File: config.mk
export PLATFORM = sky130hd
export DESIGN_NAME = imu_binary_packet_parser_core
export DESIGN_NICKNAME = d
export VERILOG_FILES = /design/src/design/imubpp_pkg.sv /design/src/design/imubpp_front.sv /design/src/design/imubpp_fifo.sv /design/src/design/imubpp_back.sv /design/src/design/imu_binary_packet_parser_core.sv
export SDC_FILE = /design/constraint.sdc
export NUM_CORES = 1
export LEC_CHECK = 0
export ABC_AREA = 1
export BUFFER_PORTS_ARGS = -buffer_cell sky130_fd_sc_hd__buf_2
export CORE_AREA = 8 8 254 256
export CTS_BUF_LIST = sky130_fd_sc_hd__clkbuf_8 sky130_fd_sc_hd__clkbuf_16
export DETAILED_ROUTE_END_ITERATION = 8
export DIE_AREA = 0 0 262 264
export REMOVE_ABC_BUFFERS = 1
export SYNTH_ARGS = -nofsm -noshare
export SYNTH_HDL_FRONTEND = slang
export SYNTH_SLANG_ARGS = --single-unit
File: constraint.sdc
create_clock -name clk -period 3 [get_ports clk]
set_input_delay 0.6 -clock clk [delete_from_list [all_inputs] [get_ports clk]]
set_output_delay 0.6 -clock clk [all_outputs]
set_load 0.02 [all_outputs]
File: src/design/imubpp_pkg.sv
// ----------------------------------------------------------------------------
// imubpp_pkg
// Shared types and constants for the binary sensor packet parser.
// ----------------------------------------------------------------------------
package imubpp_pkg;

	localparam int unsigned FrameLastPos = 43;
	localparam int unsigned DataFirstPos = 6;
	localparam int unsigned DataLastPos  = 41;
	localparam int unsigned CrcLoPos     = 42;
	localparam int unsigned WordCount    = 9;
	localparam int unsigned WordIdxW     = $clog2(WordCount);
	localparam int unsigned PosW         = 6;
	localparam int unsigned CfgIdxW      = 8;
	localparam int unsigned CfgDataW     = 16;

	localparam logic [7:0]  SyncReset  = 8'hFA;
	localparam logic [7:0]  GroupReset = 8'h14;
	localparam logic [15:0] ImuReset   = 16'h0018;
	localparam logic [15:0] AttReset   = 16'h0002;

	localparam logic [CfgIdxW-1:0] RegSync  = CfgIdxW'(0);
	localparam logic [CfgIdxW-1:0] RegGroup = CfgIdxW'(1);
	localparam logic [CfgIdxW-1:0] RegImu   = CfgIdxW'(2);
	localparam logic [CfgIdxW-1:0] RegAtt   = CfgIdxW'(3);

	typedef struct packed {
		logic [7:0]  sync_value;
		logic [7:0]  group_value;
		logic [15:0] imu_mask;
		logic [15:0] attitude_mask;
	} cfg_t;

	// what the back end has to do with one frame byte
	typedef enum logic [1:0] {
		CLS_HEADER,
		CLS_WORD,
		CLS_CRC_LO,
		CLS_CRC_HI
	} cls_t;

	typedef struct packed {
		cls_t                cls;
		logic [7:0]          data;
		logic [WordIdxW-1:0] word;
		logic [1:0]          lane;
		logic                hdr_ok;
	} beat_t;

endpackage

File: src/design/imubpp_front.sv
// ----------------------------------------------------------------------------
// imubpp_front
// Sync hunt, frame position tracking, header checks and byte classification.
// ----------------------------------------------------------------------------
module imubpp_front
	import imubpp_pkg::*;
(
	input  logic  clk,
	input  logic  arst_n,
	input  cfg_t  cfg,
	input  logic  accept,
	input  logic  [7:0] rx_byte,
	output logic  push,
	output beat_t push_beat
);

	logic [PosW-1:0] pos_q;
	logic            hdr_good_q;
	logic            hdr_match;
	logic [PosW-1:0] k;

	assign k = pos_q - PosW'(DataFirstPos);

	always_comb begin
		priority case (pos_q)
			PosW'(1): hdr_match = (rx_byte == cfg.group_value);
			PosW'(2): hdr_match = (rx_byte == cfg.imu_mask[7:0]);
			PosW'(3): hdr_match = (rx_byte == cfg.imu_mask[15:8]);
			PosW'(4): hdr_match = (rx_byte == cfg.attitude_mask[7:0]);
			PosW'(5): hdr_match = (rx_byte == cfg.attitude_mask[15:8]);
			default:  hdr_match = 1'b1;
		endcase
	end

	always_comb begin
		push_beat.data   = rx_byte;
		push_beat.word   = k[WordIdxW+1:2];
		push_beat.lane   = k[1:0];
		push_beat.hdr_ok = hdr_good_q;
		if (pos_q < PosW'(DataFirstPos)) begin
			push_beat.cls = CLS_HEADER;
		end else if (pos_q <= PosW'(DataLastPos)) begin
			push_beat.cls = CLS_WORD;
		end else if (pos_q == PosW'(CrcLoPos)) begin
			push_beat.cls = CLS_CRC_LO;
		end else begin
			push_beat.cls = CLS_CRC_HI;
		end
	end

	// idle bytes are dropped here, never queued
	assign push = accept && (pos_q != '0);

	always_ff @(posedge clk or negedge arst_n) begin
		if (!arst_n) begin
			pos_q      <= '0;
			hdr_good_q <= 1'b1;
		end else if (accept) begin
			if (pos_q == '0) begin
				if (rx_byte == cfg.sync_value) begin
					pos_q      <= PosW'(1);
					hdr_good_q <= 1'b1;
				end
			end else begin
				hdr_good_q <= hdr_good_q && hdr_match;
				if (pos_q == PosW'(FrameLastPos)) begin
					pos_q <= '0;
				end else begin
					pos_q <= pos_q + PosW'(1);
				end
			end
		end
	end

endmodule

File: src/design/imubpp_fifo.sv
// ----------------------------------------------------------------------------
// imubpp_fifo
// Two-entry queue of classified beats between front and back end.
// ----------------------------------------------------------------------------
module imubpp_fifo
	import imubpp_pkg::*;
(
	input  logic  clk,
	input  logic  arst_n,
	input  logic  push,
	input  beat_t push_beat,
	output logic  full,
	input  logic  pop,
	output logic  head_valid,
	output beat_t head
);

	beat_t      mem_q [2];
	logic       wr_ptr_q;
	logic       rd_ptr_q;
	logic [1:0] count_q;

	assign full       = (count_q == 2'd2);
	assign head_valid = (count_q != 2'd0);
	assign head       = mem_q[rd_ptr_q];

	always_ff @(posedge clk) begin
		if (push) begin
			mem_q[wr_ptr_q] <= push_beat;
		end
	end

	always_ff @(posedge clk or negedge arst_n) begin
		if (!arst_n) begin
			wr_ptr_q <= 1'b0;
			rd_ptr_q <= 1'b0;
			count_q  <= 2'd0;
		end else begin
			if (push) begin
				wr_ptr_q <= ~wr_ptr_q;
			end
			if (pop) begin
				rd_ptr_q <= ~rd_ptr_q;
			end
			unique case ({push, pop})
				2'b10:   count_q <= count_q + 2'd1;
				2'b01:   count_q <= count_q - 2'd1;
				default: count_q <= count_q;
			endcase
		end
	end

endmodule

File: src/design/imubpp_back.sv
// ----------------------------------------------------------------------------
// imubpp_back
// CRC-16/XMODEM, frame word assembly, latest good values and result register.
// ----------------------------------------------------------------------------
module imubpp_back
	import imubpp_pkg::*;
(
	input  logic        clk,
	input  logic        arst_n,
	input  logic        head_valid,
	input  beat_t       head,
	output logic        pop,
	output logic        out_valid,
	input  logic        out_stall,
	output logic        frame_ok,
	output logic [31:0] latest [WordCount],
	output logic        have_data
);

	logic [15:0] crc_q;
	logic [7:0]  crc_lo_q;
	logic [31:0] words_q  [WordCount];
	logic [31:0] latest_q [WordCount];
	logic        have_q;
	logic        ok_q;
	logic        out_valid_q;
	logic        out_free;
	logic        is_end;
	logic        crc_match;
	logic        ok;

	function automatic logic [15:0] crc_step(input logic [15:0] c, input logic [7:0] b);
		logic [15:0] x;
		x = {c[7:0], c[15:8]} ^ {8'h00, b};
		x = x ^ {12'h000, x[7:4]};
		x = x ^ {x[3:0], 12'h000};
		x = x ^ {3'b000, x[7:0], 5'b00000};
		return x;
	endfunction

	assign out_free  = !out_valid_q || !out_stall;
	assign is_end    = (head.cls == CLS_CRC_HI);
	// an end beat waits until the result register can take it
	assign pop       = head_valid && (!is_end || out_free);
	assign crc_match = (crc_q == {head.data, crc_lo_q});
	assign ok        = head.hdr_ok && crc_match;

	assign out_valid = out_valid_q;
	assign frame_ok  = ok_q;
	assign latest    = latest_q;
	assign have_data = have_q;

	always_ff @(posedge clk) begin
		if (pop) begin
			if (head.cls == CLS_WORD) begin
				words_q[head.word][{head.lane, 3'b000} +: 8] <= head.data;
			end
			if (head.cls == CLS_CRC_LO) begin
				crc_lo_q <= head.data;
			end
		end
	end

	always_ff @(posedge clk or negedge arst_n) begin
		if (!arst_n) begin
			crc_q       <= '0;
			have_q      <= 1'b0;
			ok_q        <= 1'b0;
			out_valid_q <= 1'b0;
			for (int i = 0; i < WordCount; i++) begin
				latest_q[i] <= '0;
			end
		end else begin
			if (out_valid_q && !out_stall) begin
				out_valid_q <= 1'b0;
			end
			if (pop) begin
				unique case (head.cls)
					CLS_HEADER, CLS_WORD: begin
						crc_q <= crc_step(crc_q, head.data);
					end
					CLS_CRC_LO: begin
						crc_q <= crc_q;
					end
					CLS_CRC_HI: begin
						crc_q       <= '0;
						ok_q        <= ok;
						out_valid_q <= 1'b1;
						if (ok) begin
							have_q   <= 1'b1;
							latest_q <= words_q;
						end
					end
					default: begin
						crc_q <= crc_q;
					end
				endcase
			end
		end
	end

endmodule

File: src/design/imu_binary_packet_parser_core.sv
// ----------------------------------------------------------------------------
// imu_binary_packet_parser_core
// Sync-framed 44-byte sensor packet parser with header and CRC-16 check.
// ----------------------------------------------------------------------------
// channel   handshake                fields
// input     in_valid / in_stall      rx_byte
// output    out_valid / out_stall    frame_ok, 9 float words, have_data
// config    cfg_valid / cfg_ready    cfg_index, cfg_data
//
// one byte is taken every cycle while in_stall is low; the result of a frame's last
// byte passes through a queue entry, then the result register, to the output.
// in_stall rises only when the two-entry queue is full: a frame's last byte waits
// at the head behind a stalled result and one more frame byte lands behind it.
// reset returns to sync hunt with register defaults and zeroed latest values.
// ----------------------------------------------------------------------------
module imu_binary_packet_parser_core
	import imubpp_pkg::*;
(
	input  logic                clk,
	input  logic                arst_n,
	input  logic                in_valid,
	output logic                in_stall,
	input  logic [7:0]          rx_byte,
	output logic                out_valid,
	input  logic                out_stall,
	output logic                frame_ok,
	output logic [31:0]         accel_x,
	output logic [31:0]         accel_y,
	output logic [31:0]         accel_z,
	output logic [31:0]         rate_x,
	output logic [31:0]         rate_y,
	output logic [31:0]         rate_z,
	output logic [31:0]         yaw_word,
	output logic [31:0]         pitch_word,
	output logic [31:0]         roll_word,
	output logic                have_data,
	input  logic                cfg_valid,
	output logic                cfg_ready,
	input  logic [CfgIdxW-1:0]  cfg_index,
	input  logic [CfgDataW-1:0] cfg_data
);

	cfg_t        cfg_q;
	logic        accept;
	logic        push;
	beat_t       push_beat;
	logic        full;
	logic        pop;
	logic        head_valid;
	beat_t       head;
	logic [31:0] latest [WordCount];

	assign cfg_ready = 1'b1;
	assign in_stall  = full;
	assign accept    = in_valid && !in_stall;

	always_ff @(posedge clk or negedge arst_n) begin
		if (!arst_n) begin
			cfg_q.sync_value    <= SyncReset;
			cfg_q.group_value   <= GroupReset;
			cfg_q.imu_mask      <= ImuReset;
			cfg_q.attitude_mask <= AttReset;
		end else if (cfg_valid && cfg_ready) begin
			priority case (cfg_index)
				RegSync:  cfg_q.sync_value    <= cfg_data[7:0];
				RegGroup: cfg_q.group_value   <= cfg_data[7:0];
				RegImu:   cfg_q.imu_mask      <= cfg_data;
				RegAtt:   cfg_q.attitude_mask <= cfg_data;
				default:  cfg_q               <= cfg_q;
			endcase
		end
	end

	imubpp_front u_front (
		.clk       (clk),
		.arst_n    (arst_n),
		.cfg       (cfg_q),
		.accept    (accept),
		.rx_byte   (rx_byte),
		.push      (push),
		.push_beat (push_beat)
	);

	imubpp_fifo u_fifo (
		.clk        (clk),
		.arst_n     (arst_n),
		.push       (push),
		.push_beat  (push_beat),
		.full       (full),
		.pop        (pop),
		.head_valid (head_valid),
		.head       (head)
	);

	imubpp_back u_back (
		.clk        (clk),
		.arst_n     (arst_n),
		.head_valid (head_valid),
		.head       (head),
		.pop        (pop),
		.out_valid  (out_valid),
		.out_stall  (out_stall),
		.frame_ok   (frame_ok),
		.latest     (latest),
		.have_data  (have_data)
	);

	assign accel_x    = latest[0];
	assign accel_y    = latest[1];
	assign accel_z    = latest[2];
	assign rate_x     = latest[3];
	assign rate_y     = latest[4];
	assign rate_z     = latest[5];
	assign yaw_word   = latest[6];
	assign pitch_word = latest[7];
	assign roll_word  = latest[8];

endmodule
==> flow_results.xml, run 1 <==
<?xml version="1.0" encoding="UTF-8"?>
<metrics>
  <group name="outcome">
    <metric name="status" unit="">finished clean</metric>
  </group>
  <group name="worst_setup_path">
    <metric name="worstSetupStartpointType" unit="">flop</metric>
    <metric name="worst_ep_arrival_time" unit="ns">3.15</metric>
    <metric name="worst_r2r_endpoint" unit="">u_back.words_q[169]$_DFFE_PP_</metric>
    <metric name="critical_path.top_delay_family" unit="">simple AND/OR/NAND/NOR gates</metric>
    <metric name="cp_cell_sequence" unit="">inv_2, nand2_1, nand2_1, inv_1, ha_1, clkinv_1, nor2_1</metric>
    <metric name="worst-path-max-fanout" unit="">18</metric>
    <metric name="worst_path_required_time" unit="ns">3.26</metric>
    <metric name="setup.worst_path.class" unit="">flop to flop</metric>
    <metric name="reg2reg_depth" unit="">7</metric>
    <metric name="r2r_slack" unit="ns">0.11</metric>
    <metric name="setup.worst_path.end_class" unit="">flop</metric>
    <metric name="timing.rr.start" unit="">u_fifo.rd_ptr_q$_DFFE_PN0P_</metric>
    <metric name="crit_path_frequent_cell" unit="">sky130_fd_sc_hd__nand2_1</metric>
    <metric name="biggest_cell_delay_along_the_critical_path" unit="ns">0.78</metric>
    <metric name="worst_path_max_delay_cell" unit="">sky130_fd_sc_hd__nor2_1</metric>
    <metric name="worst-path-buf-inv" unit="">3</metric>
  </group>
  <group name="global_route">
    <metric name="grtUsageTotal" unit="">0.1866</metric>
    <metric name="grt_pass1_vias" unit="">17350</metric>
    <metric name="maximum_number_of_pins_on_one_net_before_global_route_repair" unit="">99</metric>
    <metric name="wire_length_of_the_first_global_routing_pass" unit="mm">99.85</metric>
    <metric name="antenna_found_initial" unit="">0</metric>
    <metric name="grt_overflow" unit="">0</metric>
  </group>
  <group name="clocking">
    <metric name="worstSkewPairLatency" unit="ns">0.60</metric>
    <metric name="tritoncts_num_sinks" unit="">696</metric>
    <metric name="cts_made_buffers" unit="">73</metric>
    <metric name="cts_max_level" unit="">3</metric>
    <metric name="post-cts-setup-buffers" unit="">0</metric>
    <metric name="cts_max_path_buffers" unit="">3</metric>
    <metric name="cts_resized" unit="">0</metric>
    <metric name="clkTransAtPathRegs" unit="ns">0.06</metric>
    <metric name="cts_tree" unit="">built</metric>
    <metric name="clock_tree.root_cell" unit="">sky130_fd_sc_hd__clkbuf_16</metric>
  </group>
  <group name="layout">
    <metric name="most-common-layout-cells" unit="">sky130_fd_sc_hd__nand2_1, sky130_fd_sc_hd__inv_1, sky130_fd_sc_hd__dfrtp_1</metric>
    <metric name="layout.nets" unit="">2710</metric>
    <metric name="most_common_cell_after_layout_fill_and_taps_aside" unit="">sky130_fd_sc_hd__nand2_1</metric>
    <metric name="layout.core_utilization" unit="">0.5322</metric>
    <metric name="final_cells" unit="">3509</metric>
    <metric name="synthToLayoutAreaGrowth" unit="%">20.43</metric>
    <metric name="antenna-diode-count" unit="">0</metric>
    <metric name="post_route_cells_drive_above_1_share" unit="">0.2766</metric>
    <metric name="count_of_filler_cells_inserted_in_the_layout" unit="">5279</metric>
  </group>
  <group name="route">
    <metric name="drt-initial-drc-count" unit="">963</metric>
    <metric name="met2RoutedLength" unit="mm">32.51</metric>
    <metric name="firstDrtPassIters" unit="">5</metric>
    <metric name="detail_route.vias_per_cell" unit="">4.756</metric>
    <metric name="routed-wl-met3" unit="mm">2.977</metric>
    <metric name="wl_per_cell" unit="um">18.40</metric>
    <metric name="drc" unit="">0</metric>
    <metric name="routed_wirelength" unit="mm">64.56</metric>
    <metric name="m1WireLength" unit="mm">27.12</metric>
    <metric name="vias" unit="">16690</metric>
    <metric name="postRouteAntennaNets" unit="">0</metric>
    <metric name="top_layer" unit="">met4</metric>
  </group>
  <group name="hold_path">
    <metric name="hold_path.class" unit="">input port to flop</metric>
    <metric name="hold_path_end" unit="">cfg_q[15]$_DFFE_PN0P_</metric>
    <metric name="worst_hold_path.num_cells" unit="">3</metric>
    <metric name="hold_path_startpoint" unit="">cfg_data[15]</metric>
  </group>
  <group name="floorplanning">
    <metric name="die-height" unit="um">264</metric>
    <metric name="start_util" unit="">0.4419</metric>
    <metric name="die_x" unit="um">262</metric>
    <metric name="pin_count" unit="">330</metric>
    <metric name="core" unit="mm2">0.06080</metric>
    <metric name="num_rows" unit="">91</metric>
    <metric name="die_outline_area" unit="mm2">0.06917</metric>
  </group>
  <group name="place">
    <metric name="place_congestion" unit="">0.8559</metric>
    <metric name="hpwlAfterDp" unit="mm">45.17</metric>
    <metric name="dp.cells" unit="">3375</metric>
    <metric name="buffer_ports.inserted" unit="">328</metric>
  </group>
  <group name="synth">
    <metric name="yosys_register_bits" unit="">696</metric>
    <metric name="synth_top_family_by_area" unit="">compound AO/OA/AOI/OAI gates</metric>
    <metric name="synth-seq-area-share" unit="">0.7103</metric>
    <metric name="syn_area" unit="mm2">0.02687</metric>
    <metric name="ys_dominant_reg_cell" unit="">sky130_fd_sc_hd__dfrtp_1</metric>
    <metric name="synthesized_area_fraction_occupied_by_ao_oa_aoi_and_oai_cells" unit="">0.1014</metric>
    <metric name="synth_fa_ha_area_frac" unit="">0.005588</metric>
    <metric name="synth_simple_gate_area_frac" unit="">0.09556</metric>
    <metric name="synth_top_area_frac" unit="">0.3688</metric>
    <metric name="yosys_warnings" unit="">0</metric>
    <metric name="synth.top_cells.by_area" unit="">sky130_fd_sc_hd__edfxtp_1, sky130_fd_sc_hd__dfrtp_1, sky130_fd_sc_hd__nand2_1</metric>
    <metric name="synth_edf_count" unit="">330</metric>
    <metric name="post_synth_xor_area_fraction" unit="">0.01248</metric>
    <metric name="yosysTopAreaCell" unit="">sky130_fd_sc_hd__edfxtp_1</metric>
    <metric name="ys_async_sr_fraction" unit="">0.5259</metric>
    <metric name="synth_mux_area_frac" unit="">0</metric>
    <metric name="postSynthCellCount" unit="">2243</metric>
    <metric name="yosysUniqueCellTypes" unit="">43</metric>
    <metric name="average_cell_area_after_synthesis" unit="um2">11.98</metric>
  </group>
  <group name="timing">
    <metric name="rsz0062_at_grt" unit="">yes</metric>
    <metric name="min_period_over_period" unit="">0.9641</metric>
    <metric name="report.final.setup_viol" unit="">0</metric>
    <metric name="max_freq" unit="MHz">345.7</metric>
    <metric name="hold-worst-slack" unit="ns">0.2577</metric>
    <metric name="measured_slew_at_the_worst_slew_check_pin" unit="ns">0.9288</metric>
    <metric name="fin_crit" unit="ns">2.892</metric>
    <metric name="fin_worst_skew" unit="ns">0.01906</metric>
    <metric name="slew_violations" unit="">0</metric>
    <metric name="finalHoldViolations" unit="">0</metric>
    <metric name="slew-limit-headroom" unit="">0.3785</metric>
  </group>
  <group name="run">
    <metric name="max-cap-violations" unit="">0</metric>
  </group>
  <group name="power">
    <metric name="irDropWorstVdd" unit="uV">447.3</metric>
    <metric name="power_density_of_the_placed_cells" unit="mW/mm2">785.5</metric>
    <metric name="cellLeakagePower" unit="nW">15.56</metric>
  </group>
</metrics>
-- routing by layer --
metal,vias to the layer above,global-route usage
met5,-,0
met4,0,0.07003
met3,108,0.03005
met2,385,0.3235
met1,8079,0.2333
li1,8117,-
-- layout make-up --
class	instances	area, um2	share of cell area
repair buffers	432	2585	0.07989
well taps	790	988.4	0.03055
clock buffers	82	1984	0.06133
clock inverters	51	504.2	0.01558
multi-input cells	1080	5794	0.1791
flip-flops and latches	696	19080	0.5897
inverters	378	1419	0.04385
-- registers in the layout, indices dropped and copies added, names as in the netlist --
signal              cells
u_fifo.rd_ptr_q         1
u_back.have_data        1
u_front.hdr_good_q      1
u_fifo.mem_q           34
u_back.words_q        288
u_back.out_valid        1
cfg_q                  48
u_back.crc_q           16
u_fifo.count_q          2
u_back.crc_lo_q         8
u_fifo.wr_ptr_q         1
u_front.pos_q           6
u_back.latest         288
u_back.frame_ok         1
-- power by group --
part / total [mW] / internal [mW] / switching (mW)
clock network: 9.28 / 5.61 / 3.67
registers: 11.5 / 11.2 / 0.268
logic: 4.66 / 1.31 / 3.36
total: 25.4 / 18.1 / 7.30
-- kinds of logic after synthesis --
kind of cell | count (synthesis)
AOI/OAI and AO/OA | 404
and+or+nand+nor | 629
xor gates and xnor gates | 34
DFF | 696
adders and majority gates | 12
buffers and inverters | 467
other | 1
-- timing repair --
action,4_1_cts,5_1_grt
endpoints found under the hold margin,32,0
endpoints found under the setup margin,0,45
hold buffers,1,0
-- how the worst max path moves through the flow --
stage | startpoint | to | cells past startpoint
2_1_floorplan | u_fifo.rd_ptr_q$_DFFE_PN0P_ | u_back.latest[100]$_DFFE_PN0P_ | 8
3_3_place_gp | u_fifo.rd_ptr_q$_DFFE_PN0P_ | u_back.words_q[106]$_DFFE_PP_ | 7
3_5_place_dp | u_fifo.rd_ptr_q$_DFFE_PN0P_ | u_back.words_q[202]$_DFFE_PP_ | 7
4_1_cts | u_fifo.rd_ptr_q$_DFFE_PN0P_ | u_back.words_q[202]$_DFFE_PP_ | 7
5_1_grt | u_fifo.rd_ptr_q$_DFFE_PN0P_ | u_back.words_q[136]$_DFFE_PP_ | 7
6_report | u_fifo.rd_ptr_q$_DFFE_PN0P_ | u_back.words_q[169]$_DFFE_PP_ | 7
-- per-stage QoR --
stage	area [um2]	setup TNS (ns)	setup WS [ns]	power (mW)
floorplan	26280	-3997.65	-13.51	14.28
global placement	29860	0	0.1418	16.24
detailed placement	29860	0	0.1440	16.35
CTS	32360	0	0.1485	25.71
global route	32360	-3.245	-0.1102	26.57
finish	32360	0	0.1077	25.42
-- worst reg2reg max path: stages, from the launching register on --
cell and delay [ns]:
sky130_fd_sc_hd__dfrtp_1 0.44, sky130_fd_sc_hd__inv_2 0.24, sky130_fd_sc_hd__nand2_1 0.10, sky130_fd_sc_hd__nand2_1 0.12, sky130_fd_sc_hd__inv_1 0.11, sky130_fd_sc_hd__ha_1 0.49
sky130_fd_sc_hd__clkinv_1 0.28, sky130_fd_sc_hd__nor2_1 0.78
-- Yosys cell counts (24+ instances only) --
cell / instances
sky130_fd_sc_hd__nand4_1: 24
sky130_fd_sc_hd__o21ai_2: 172
sky130_fd_sc_hd__clkbuf_1: 26
sky130_fd_sc_hd__buf_6: 28
sky130_fd_sc_hd__nor2_1: 98
sky130_fd_sc_hd__nand2_1: 426
sky130_fd_sc_hd__inv_1: 374
sky130_fd_sc_hd__o21ai_0: 64
sky130_fd_sc_hd__buf_2: 29
sky130_fd_sc_hd__nand3_1: 42
sky130_fd_sc_hd__o21ai_1: 132
sky130_fd_sc_hd__dfrtp_1: 354
sky130_fd_sc_hd__edfxtp_1: 330
Power figures use the tool's default switching activity.
==> run 2: changes to the inputs <==
--- a/config.mk
+++ b/config.mk
@@ -8,8 +8,8 @@
 export ABC_AREA = 1
 export BUFFER_PORTS_ARGS = -buffer_cell sky130_fd_sc_hd__buf_2
-export CORE_AREA = 8 8 254 256
+export CORE_AREA = 8 8 269 271
 export CTS_BUF_LIST = sky130_fd_sc_hd__clkbuf_8 sky130_fd_sc_hd__clkbuf_16
 export DETAILED_ROUTE_END_ITERATION = 8
-export DIE_AREA = 0 0 262 264
+export DIE_AREA = 0 0 277 279
 export REMOVE_ABC_BUFFERS = 1
 export SYNTH_ARGS = -nofsm -noshare
==> constraint.sdc (replaced) <==
create_clock -name clk -period 3 [get_ports clk]
set_input_delay 0.45 -clock clk [delete_from_list [all_inputs] [get_ports clk]]
set_output_delay 0.45 -clock clk [all_outputs]
set_load 0.02 [all_outputs]
==> run 2 against run 1 <==
Against the previous run: fmax is 3.6% higher; first-iteration DRC count increased by 5.7%; critical path depth rose by 6; die area up 12%; via count up 0.56%; count of clock-buffer cells in the layout increased by 2; design area hardly changed.
==> flow_results.xml, run 2 (same netlist as run 1, synthesis figures left out) <==
<?xml version="1.0" encoding="UTF-8"?>
<metrics>
  <group name="outcome">
    <metric name="status" unit="">finished clean</metric>
  </group>
  <group name="place">
    <metric name="place_congestion" unit="">0.8296</metric>
    <metric name="postPlaceCellArea" unit="mm2">0.02987</metric>
    <metric name="hpwlAfterDp" unit="mm">45.45</metric>
    <metric name="detailedPlace.worstSlack" unit="ns">0.07303</metric>
    <metric name="dp.cells" unit="">3456</metric>
    <metric name="buffer_ports.inserted" unit="">328</metric>
  </group>
  <group name="worst_setup_path">
    <metric name="worst-path-max-fanout" unit="">103</metric>
    <metric name="worst_path_required_time" unit="ns">3.51</metric>
    <metric name="worstSetupStartpointType" unit="">flop</metric>
    <metric name="r2r_slack" unit="ns">0.21</metric>
    <metric name="worst_ep_arrival_time" unit="ns">3.31</metric>
    <metric name="setup.worst_path.end_class" unit="">flop</metric>
    <metric name="setup.worst_path.class" unit="">flop to flop</metric>
  </group>
  <group name="route">
    <metric name="vias" unit="">16780</metric>
    <metric name="routed_wirelength" unit="mm">66.06</metric>
    <metric name="drt-initial-drc-count" unit="">1018</metric>
    <metric name="detail_route.vias_per_cell" unit="">4.666</metric>
    <metric name="firstDrtPassIters" unit="">7</metric>
    <metric name="postRouteAntennaNets" unit="">0</metric>
    <metric name="wl_per_cell" unit="um">18.37</metric>
    <metric name="drc" unit="">0</metric>
  </group>
  <group name="layout">
    <metric name="most-common-layout-cells" unit="">sky130_fd_sc_hd__nand2_1, sky130_fd_sc_hd__inv_1, sky130_fd_sc_hd__dfrtp_1</metric>
    <metric name="layout.core_utilization" unit="">0.4764</metric>
    <metric name="count_of_filler_cells_inserted_in_the_layout" unit="">6158</metric>
    <metric name="final_cells" unit="">3597</metric>
    <metric name="layout.nets" unit="">2701</metric>
    <metric name="most_common_cell_after_layout_fill_and_taps_aside" unit="">sky130_fd_sc_hd__nand2_1</metric>
    <metric name="final_cell_area" unit="mm2">0.03239</metric>
    <metric name="synthToLayoutAreaGrowth" unit="%">20.54</metric>
    <metric name="post_route_cells_drive_above_1_share" unit="">0.2751</metric>
    <metric name="antenna-diode-count" unit="">0</metric>
  </group>
  <group name="run">
    <metric name="max-cap-violations" unit="">0</metric>
  </group>
  <group name="global_route">
    <metric name="grt_overflow" unit="">0</metric>
    <metric name="antenna_found_initial" unit="">2</metric>
    <metric name="maximum_number_of_pins_on_one_net_before_global_route_repair" unit="">114</metric>
    <metric name="grtUsageTotal" unit="">0.1693</metric>
    <metric name="wire_length_of_the_first_global_routing_pass" unit="mm">102.2</metric>
    <metric name="grt_pass1_vias" unit="">17260</metric>
  </group>
  <group name="floorplanning">
    <metric name="num_rows" unit="">96</metric>
    <metric name="start_util" unit="">0.3952</metric>
    <metric name="die-height" unit="um">279</metric>
    <metric name="core" unit="mm2">0.06799</metric>
    <metric name="die_x" unit="um">277</metric>
    <metric name="pin_count" unit="">330</metric>
    <metric name="die_outline_area" unit="mm2">0.07728</metric>
  </group>
  <group name="clocking">
    <metric name="post-cts-setup-buffers" unit="">0</metric>
    <metric name="cts_max_path_buffers" unit="">3</metric>
    <metric name="clkTransAtPathRegs" unit="ns">0.06</metric>
    <metric name="worstSkewPairLatency" unit="ns">0.60</metric>
    <metric name="cts_tree" unit="">built</metric>
    <metric name="tritoncts_num_sinks" unit="">696</metric>
    <metric name="cts_max_level" unit="">3</metric>
    <metric name="clock_tree.root_cell" unit="">sky130_fd_sc_hd__clkbuf_16</metric>
    <metric name="cts_made_buffers" unit="">75</metric>
  </group>
  <group name="power">
    <metric name="cellLeakagePower" unit="nW">15.52</metric>
    <metric name="power_density_of_the_placed_cells" unit="mW/mm2">786.8</metric>
    <metric name="irDropWorstVdd" unit="uV">454.7</metric>
  </group>
  <group name="timing">
    <metric name="timing.final.ws_setup" unit="ns">0.2072</metric>
    <metric name="finalHoldViolations" unit="">0</metric>
    <metric name="report.final.setup_viol" unit="">0</metric>
    <metric name="rsz0062_at_grt" unit="">no</metric>
    <metric name="measured_slew_at_the_worst_slew_check_pin" unit="ns">1.068</metric>
    <metric name="max_freq" unit="MHz">358.1</metric>
    <metric name="fin_worst_skew" unit="ns">0.01969</metric>
    <metric name="fin_crit" unit="ns">2.793</metric>
    <metric name="slew_violations" unit="">0</metric>
    <metric name="min_period_over_period" unit="">0.9309</metric>
    <metric name="slew-limit-headroom" unit="">0.2851</metric>
    <metric name="fin_setup_tns" unit="ns">0</metric>
  </group>
  <group name="hold_path">
    <metric name="hold_path.class" unit="">input port to flop</metric>
  </group>
</metrics>
run 2: cell count changes in the layout (fill, tap and decap cells not counted):
cell / delta
sky130_fd_sc_hd__buf_12: -3
sky130_fd_sc_hd__buf_16: +1
sky130_fd_sc_hd__buf_4: -9
sky130_fd_sc_hd__bufinv_16: -3
sky130_fd_sc_hd__clkbuf_16: +1
sky130_fd_sc_hd__clkbuf_8: +1
sky130_fd_sc_hd__clkinv_2: +3
sky130_fd_sc_hd__clkinv_8: +2
sky130_fd_sc_hd__inv_1: +3
sky130_fd_sc_hd__nor2_1: -1
sky130_fd_sc_hd__nor2_2: +1
sky130_fd_sc_hd__o21ai_1: -1
sky130_fd_sc_hd__o21ai_2: +1
run 2: report_power, final:
group	internal, mW	switching [mW]	leakage [nW]
sequential	11.2	0.264	8.06
clock	5.46	3.74	1.27
combinational	1.31	3.50	6.19
total	18.0	7.50	15.5
run 2: final timing paths:
| kind | startpoint | end | cells after the start |
|---|---|---|---|
| max in group asynchronous | arst_n | u_back.latest[262]$_DFFE_PN0P_ | 4 |
| setup reg to reg | u_fifo.rd_ptr_q$_DFFE_PN0P_ | u_back.latest[53]$_DFFE_PN0P_ | 13 |
| min in group asynchronous | arst_n | cfg_q[24]$_DFFE_PN0P_ | 2 |
| hold / removal | rx_byte[2] | u_fifo.mem_q[1][9]$_DFFE_PP_ | 1 |
| hold reg to reg | u_front.hdr_good_q$_DFFE_PN1P_ | u_front.hdr_good_q$_DFFE_PN1P_ | 2 |
| setup / recovery | u_fifo.rd_ptr_q$_DFFE_PN0P_ | u_back.latest[53]$_DFFE_PN0P_ | 13 |
run 2: routing by layer:
| metal | up-vias | track usage | routed length [um] |
|---|---|---|---|
| met5 | - | 0 | 0 |
| met4 | 0 | 0.05591 | 1583 |
| met3 | 94 | 0.02947 | 2808 |
| met2 | 351 | 0.2980 | 33650 |
| met1 | 8223 | 0.2112 | 28020 |
| li1 | 8115 | - | - |
run 2: repair_timing:
item / 4_1_cts / 5_1_grt
hold buffers: 1 / 0
resized for setup: 0 / 3
hold endpoints to repair: 58 / 0
setup endpoints to repair: 0 / 209
run 2: per-stage QoR:
stage	total power, mW	hold WS (ns)
floorplan	14.28	0.1544
global placement	16.40	0.4419
detailed placement	16.53	0.4628
CTS	25.83	0.04621
global route	26.70	0.07765
finish	25.48	0.09411
run 2: cell type report:
type	instances	area, um2	area share
clock buffers	84	2023	0.06247
clock inverters	56	473.0	0.01460
inverters	378	1419	0.04381
multi-input cells	1080	5801	0.1791
flip-flops and latches	696	19080	0.5892
well taps	882	1104	0.03407
repair buffers	421	2485	0.07672
run 2: critical path, cell delays in order (launching register included):
cell                      delay [ns]
sky130_fd_sc_hd__dfrtp_1        0.43
sky130_fd_sc_hd__inv_2          0.13
sky130_fd_sc_hd__or2_1          0.11
sky130_fd_sc_hd__o21a_1         0.15
sky130_fd_sc_hd__nand2_1        0.13
sky130_fd_sc_hd__o21ai_2        0.26
sky130_fd_sc_hd__inv_2          0.08
sky130_fd_sc_hd__nand3_1        0.23
sky130_fd_sc_hd__nor2_1         0.16
sky130_fd_sc_hd__nand3_4        0.09
sky130_fd_sc_hd__buf_4          0.25
sky130_fd_sc_hd__buf_12         0.39
sky130_fd_sc_hd__nand2_1        0.13
sky130_fd_sc_hd__o21ai_1        0.11
==> run 3: changes to the inputs <==
- ABC_AREA: 1 -> unset
- CAP_MARGIN: unset -> 20
- CORE_AREA: 8 8 269 271 -> 8 8 264 266
- DIE_AREA: 0 0 277 279 -> 0 0 272 274
==> run 3 against run 2 <==
Against the previous run: worst hold slack improved by 0.0019 ns; count of clock-buffer cells in the layout fell by 1; synthesized area fell by 3.9%; critical path depth fell by 3; sequential power barely moved; global-route usage fell by 0.49 points; utilization rose by 0.95 points; first-iteration DRC count fell by 28%; synthesized cell count fell by 36%; critical endpoint is now u_back.latest[13]$_DFFE_PN0P_; total power fell by 2.8%; highest routed layer unchanged; via count fell by 18%; critical path type unchanged; fmax fell by 0.77%.
==> flow_results.xml, run 3 <==
<?xml version="1.0" encoding="UTF-8"?>
<metrics>
  <group name="synth">
    <metric name="yosys_register_bits" unit="">696</metric>
    <metric name="syn_area" unit="mm2">0.02582</metric>
    <metric name="yosys_warnings" unit="">0</metric>
    <metric name="synth.top_cells.by_area" unit="">sky130_fd_sc_hd__edfxtp_1, sky130_fd_sc_hd__dfrtp_1, sky130_fd_sc_hd__mux2_2</metric>
    <metric name="ys_async_sr_fraction" unit="">0.5259</metric>
    <metric name="synth_top_area_frac" unit="">0.3838</metric>
    <metric name="yosysTopAreaCell" unit="">sky130_fd_sc_hd__edfxtp_1</metric>
    <metric name="ys_dominant_reg_cell" unit="">sky130_fd_sc_hd__dfrtp_1</metric>
    <metric name="synth_top_cells_by_count" unit="">sky130_fd_sc_hd__dfrtp_1, sky130_fd_sc_hd__edfxtp_1, sky130_fd_sc_hd__mux2_2</metric>
    <metric name="synth_edf_count" unit="">330</metric>
    <metric name="average_cell_area_after_synthesis" unit="um2">17.86</metric>
    <metric name="synth-seq-area-share" unit="">0.7391</metric>
    <metric name="yosysUniqueCellTypes" unit="">54</metric>
    <metric name="postSynthCellCount" unit="">1446</metric>
    <metric name="most_used_standard_cell_by_instance_count_after_synthesis" unit="">sky130_fd_sc_hd__dfrtp_1</metric>
  </group>
  <group name="timing">
    <metric name="measured_slew_at_the_worst_slew_check_pin" unit="ns">1.081</metric>
    <metric name="fin_crit" unit="ns">2.815</metric>
    <metric name="rsz0062_at_grt" unit="">no</metric>
    <metric name="slew_violations" unit="">0</metric>
    <metric name="fin_worst_skew" unit="ns">0.02381</metric>
    <metric name="finalHoldViolations" unit="">0</metric>
    <metric name="timing.final.ws_setup" unit="ns">0.1854</metric>
    <metric name="slew-limit-headroom" unit="">0.2766</metric>
    <metric name="min_period_over_period" unit="">0.9382</metric>
    <metric name="report.final.setup_viol" unit="">0</metric>
    <metric name="max_freq" unit="MHz">355.3</metric>
  </group>
  <group name="worst_setup_path">
    <metric name="worst_ep_arrival_time" unit="ns">3.29</metric>
    <metric name="worst_path_max_delay_cell" unit="">sky130_fd_sc_hd__dfrtp_1</metric>
    <metric name="r2r_slack" unit="ns">0.19</metric>
    <metric name="crit_path_frequent_cell" unit="">sky130_fd_sc_hd__buf_4</metric>
    <metric name="worst-path-max-fanout" unit="">14</metric>
    <metric name="cp_cell_sequence" unit="">buf_4, buf_4, mux2i_2, xnor2_1, nor4_1, buf_4, nand3_4, buf_12, buf_4, mux2_4</metric>
    <metric name="setup.worst_path.end_class" unit="">flop</metric>
    <metric name="worst_path_required_time" unit="ns">3.47</metric>
    <metric name="worstSetupStartpointType" unit="">flop</metric>
    <metric name="setup.worst_path.class" unit="">flop to flop</metric>
    <metric name="biggest_cell_delay_along_the_critical_path" unit="ns">0.41</metric>
    <metric name="reg2reg_depth" unit="">10</metric>
  </group>
  <group name="layout">
    <metric name="multi_input_comb_area" unit="mm2">0.006359</metric>
    <metric name="final_cells" unit="">2828</metric>
    <metric name="synthToLayoutAreaGrowth" unit="%">22.84</metric>
    <metric name="seqCellArea" unit="mm2">0.01908</metric>
    <metric name="most-common-layout-cells" unit="">sky130_fd_sc_hd__dfrtp_1, sky130_fd_sc_hd__edfxtp_1, sky130_fd_sc_hd__buf_2</metric>
    <metric name="post_route_cells_drive_above_1_share" unit="">0.4669</metric>
    <metric name="layout.nets" unit="">1953</metric>
    <metric name="count_of_filler_cells_inserted_in_the_layout" unit="">5581</metric>
    <metric name="final_cell_area" unit="mm2">0.03172</metric>
    <metric name="most_common_cell_after_layout_fill_and_taps_aside" unit="">sky130_fd_sc_hd__dfrtp_1</metric>
    <metric name="antenna-diode-count" unit="">0</metric>
  </group>
  <group name="power">
    <metric name="cellLeakagePower" unit="nW">14.95</metric>
    <metric name="power.combinational.fraction" unit="">0.174</metric>
    <metric name="clkPwrFrac" unit="">0.367</metric>
    <metric name="share_seq_of_total_power" unit="">0.458</metric>
    <metric name="power_density_of_the_placed_cells" unit="mW/mm2">780.6</metric>
    <metric name="switching_share" unit="">0.2765</metric>
    <metric name="switchingPower" unit="mW">6.845</metric>
    <metric name="irDropWorstVdd" unit="uV">428.0</metric>
    <metric name="p_total" unit="mW">24.76</metric>
    <metric name="power_report.internal_total" unit="mW">17.91</metric>
  </group>
  <group name="route">
    <metric name="vias" unit="">13790</metric>
    <metric name="firstDrtPassIters" unit="">5</metric>
    <metric name="detail_route.vias_per_cell" unit="">4.876</metric>
    <metric name="wl_per_cell" unit="um">21.95</metric>
    <metric name="drt-initial-drc-count" unit="">733</metric>
    <metric name="routed_wirelength" unit="mm">62.07</metric>
    <metric name="drc" unit="">0</metric>
    <metric name="postRouteAntennaNets" unit="">0</metric>
  </group>
  <group name="hold_path">
    <metric name="hold_path.class" unit="">input port to flop</metric>
    <metric name="worst_hold_path.num_cells" unit="">2</metric>
  </group>
  <group name="clocking">
    <metric name="clkTransAtPathRegs" unit="ns">0.06</metric>
    <metric name="cts_max_level" unit="">3</metric>
    <metric name="cts_max_path_buffers" unit="">3</metric>
    <metric name="cts_tree" unit="">built</metric>
    <metric name="tritoncts_num_sinks" unit="">696</metric>
    <metric name="post-cts-setup-buffers" unit="">0</metric>
    <metric name="clock_tree.root_cell" unit="">sky130_fd_sc_hd__clkbuf_16</metric>
    <metric name="cts_made_buffers" unit="">73</metric>
    <metric name="worstSkewPairLatency" unit="ns">0.60</metric>
  </group>
  <group name="floorplanning">
    <metric name="core" unit="mm2">0.06528</metric>
    <metric name="num_rows" unit="">94</metric>
    <metric name="die_x" unit="um">272</metric>
    <metric name="pin_count" unit="">330</metric>
    <metric name="die_outline_area" unit="mm2">0.07453</metric>
    <metric name="die-height" unit="um">274</metric>
    <metric name="start_util" unit="">0.3955</metric>
  </group>
  <group name="place">
    <metric name="buffer_ports.inserted" unit="">328</metric>
    <metric name="hpwlAfterDp" unit="mm">42.42</metric>
    <metric name="detailedPlace.worstSlack" unit="ns">0.1187</metric>
    <metric name="postPlaceCellArea" unit="mm2">0.02921</metric>
    <metric name="place_congestion" unit="">0.7936</metric>
    <metric name="dp.cells" unit="">2690</metric>
  </group>
  <group name="global_route">
    <metric name="antenna_found_initial" unit="">2</metric>
    <metric name="grt_pass1_vias" unit="">14890</metric>
    <metric name="grt_overflow" unit="">0</metric>
    <metric name="maximum_number_of_pins_on_one_net_before_global_route_repair" unit="">65</metric>
    <metric name="wire_length_of_the_first_global_routing_pass" unit="mm">94.10</metric>
    <metric name="grtUsageTotal" unit="">0.1644</metric>
  </group>
  <group name="run">
    <metric name="max-cap-violations" unit="">0</metric>
  </group>
  <group name="outcome">
    <metric name="status" unit="">finished clean</metric>
  </group>
</metrics>
run 3: path summary, 6_finish.rpt:
check                                             startpoint                        endpoint
worst max-delay path             u_fifo.rd_ptr_q$_DFFE_PN0P_   u_back.latest[13]$_DFFE_PN0P_
worst min-delay path                            cfg_data[11]           cfg_q[11]$_DFFE_PN0P_
worst max register to register   u_fifo.rd_ptr_q$_DFFE_PN0P_   u_back.latest[13]$_DFFE_PN0P_
worst min register to register  u_back.words_q[72]$_DFFE_PP_   u_back.latest[72]$_DFFE_PN0P_
max in group asynchronous                             arst_n  u_back.latest[113]$_DFFE_PN0P_
min in group asynchronous                             arst_n  u_back.latest[189]$_DFFE_PN0P_
run 3: cell type report:
class / instances / share of cell area
clock buffers: 83 / 0.06265
clock inverters: 52 / 0.01515
well taps: 864 / 0.03408
repair buffers: 436 / 0.08359
flip-flops and latches: 696 / 0.6017
multi-input cells: 677 / 0.2005
inverters: 20 / 0.002367
run 3: through the flow:
step	util	hold slack, ns	setup TNS (ns)
final	0.4859	0.09604	0
after global routing	0.4859	0.07111	0
after CTS	0.4854	0.05208	0
after detailed placement	0.4474	0.4636	0
after global placement	0.4472	0.4443	0
after floorplan	-	0.1544	-2783.65
run 3: cell families after synthesis:
kind of cell | share of synthesized area
XOR/XNOR | 0.02035
flip-flops | 0.7391
other | 0.0001452
AND/OR/NAND/NOR | 0.03223
buffers and inverters | 0.01551
AO/OA/AOI/OAI | 0.01846
multiplexers | 0.1684
adder cells (fa/ha/maj) | 0.005815
run 3: power by group through the flow:
stage | clock network [mW] | registers, mW | logic (mW)
floorplan | 0 | 11.5 | 2.40
global placement | 0 | 11.5 | 4.28
detailed placement | 0 | 11.5 | 4.36
CTS | 9.35 | 11.4 | 4.38
global route | 9.71 | 11.4 | 4.78
finish | 9.09 | 11.3 | 4.32
run 3: worst max-delay path: cells and delay by family, from the launching register on:
kind | cells | cell delay [ns]
buffers and inverters | 5 | 1.00
muxes | 2 | 0.64
and+or+nand+nor | 2 | 0.41
DFF | 1 | 0.41
xor gates and xnor gates | 1 | 0.21
run 3: layer usage:
layer  track usage  routed length, um
met5             0                  0
met2        0.2800              31100
met4       0.05732               1613
met3       0.03023               2737
met1        0.2103              26620
run 3: repair_timing:
item,CTS,global route
endpoints found under the setup margin,0,15
hold endpoints to repair,53,0
resized for setup,0,3
hold buffers,1,0
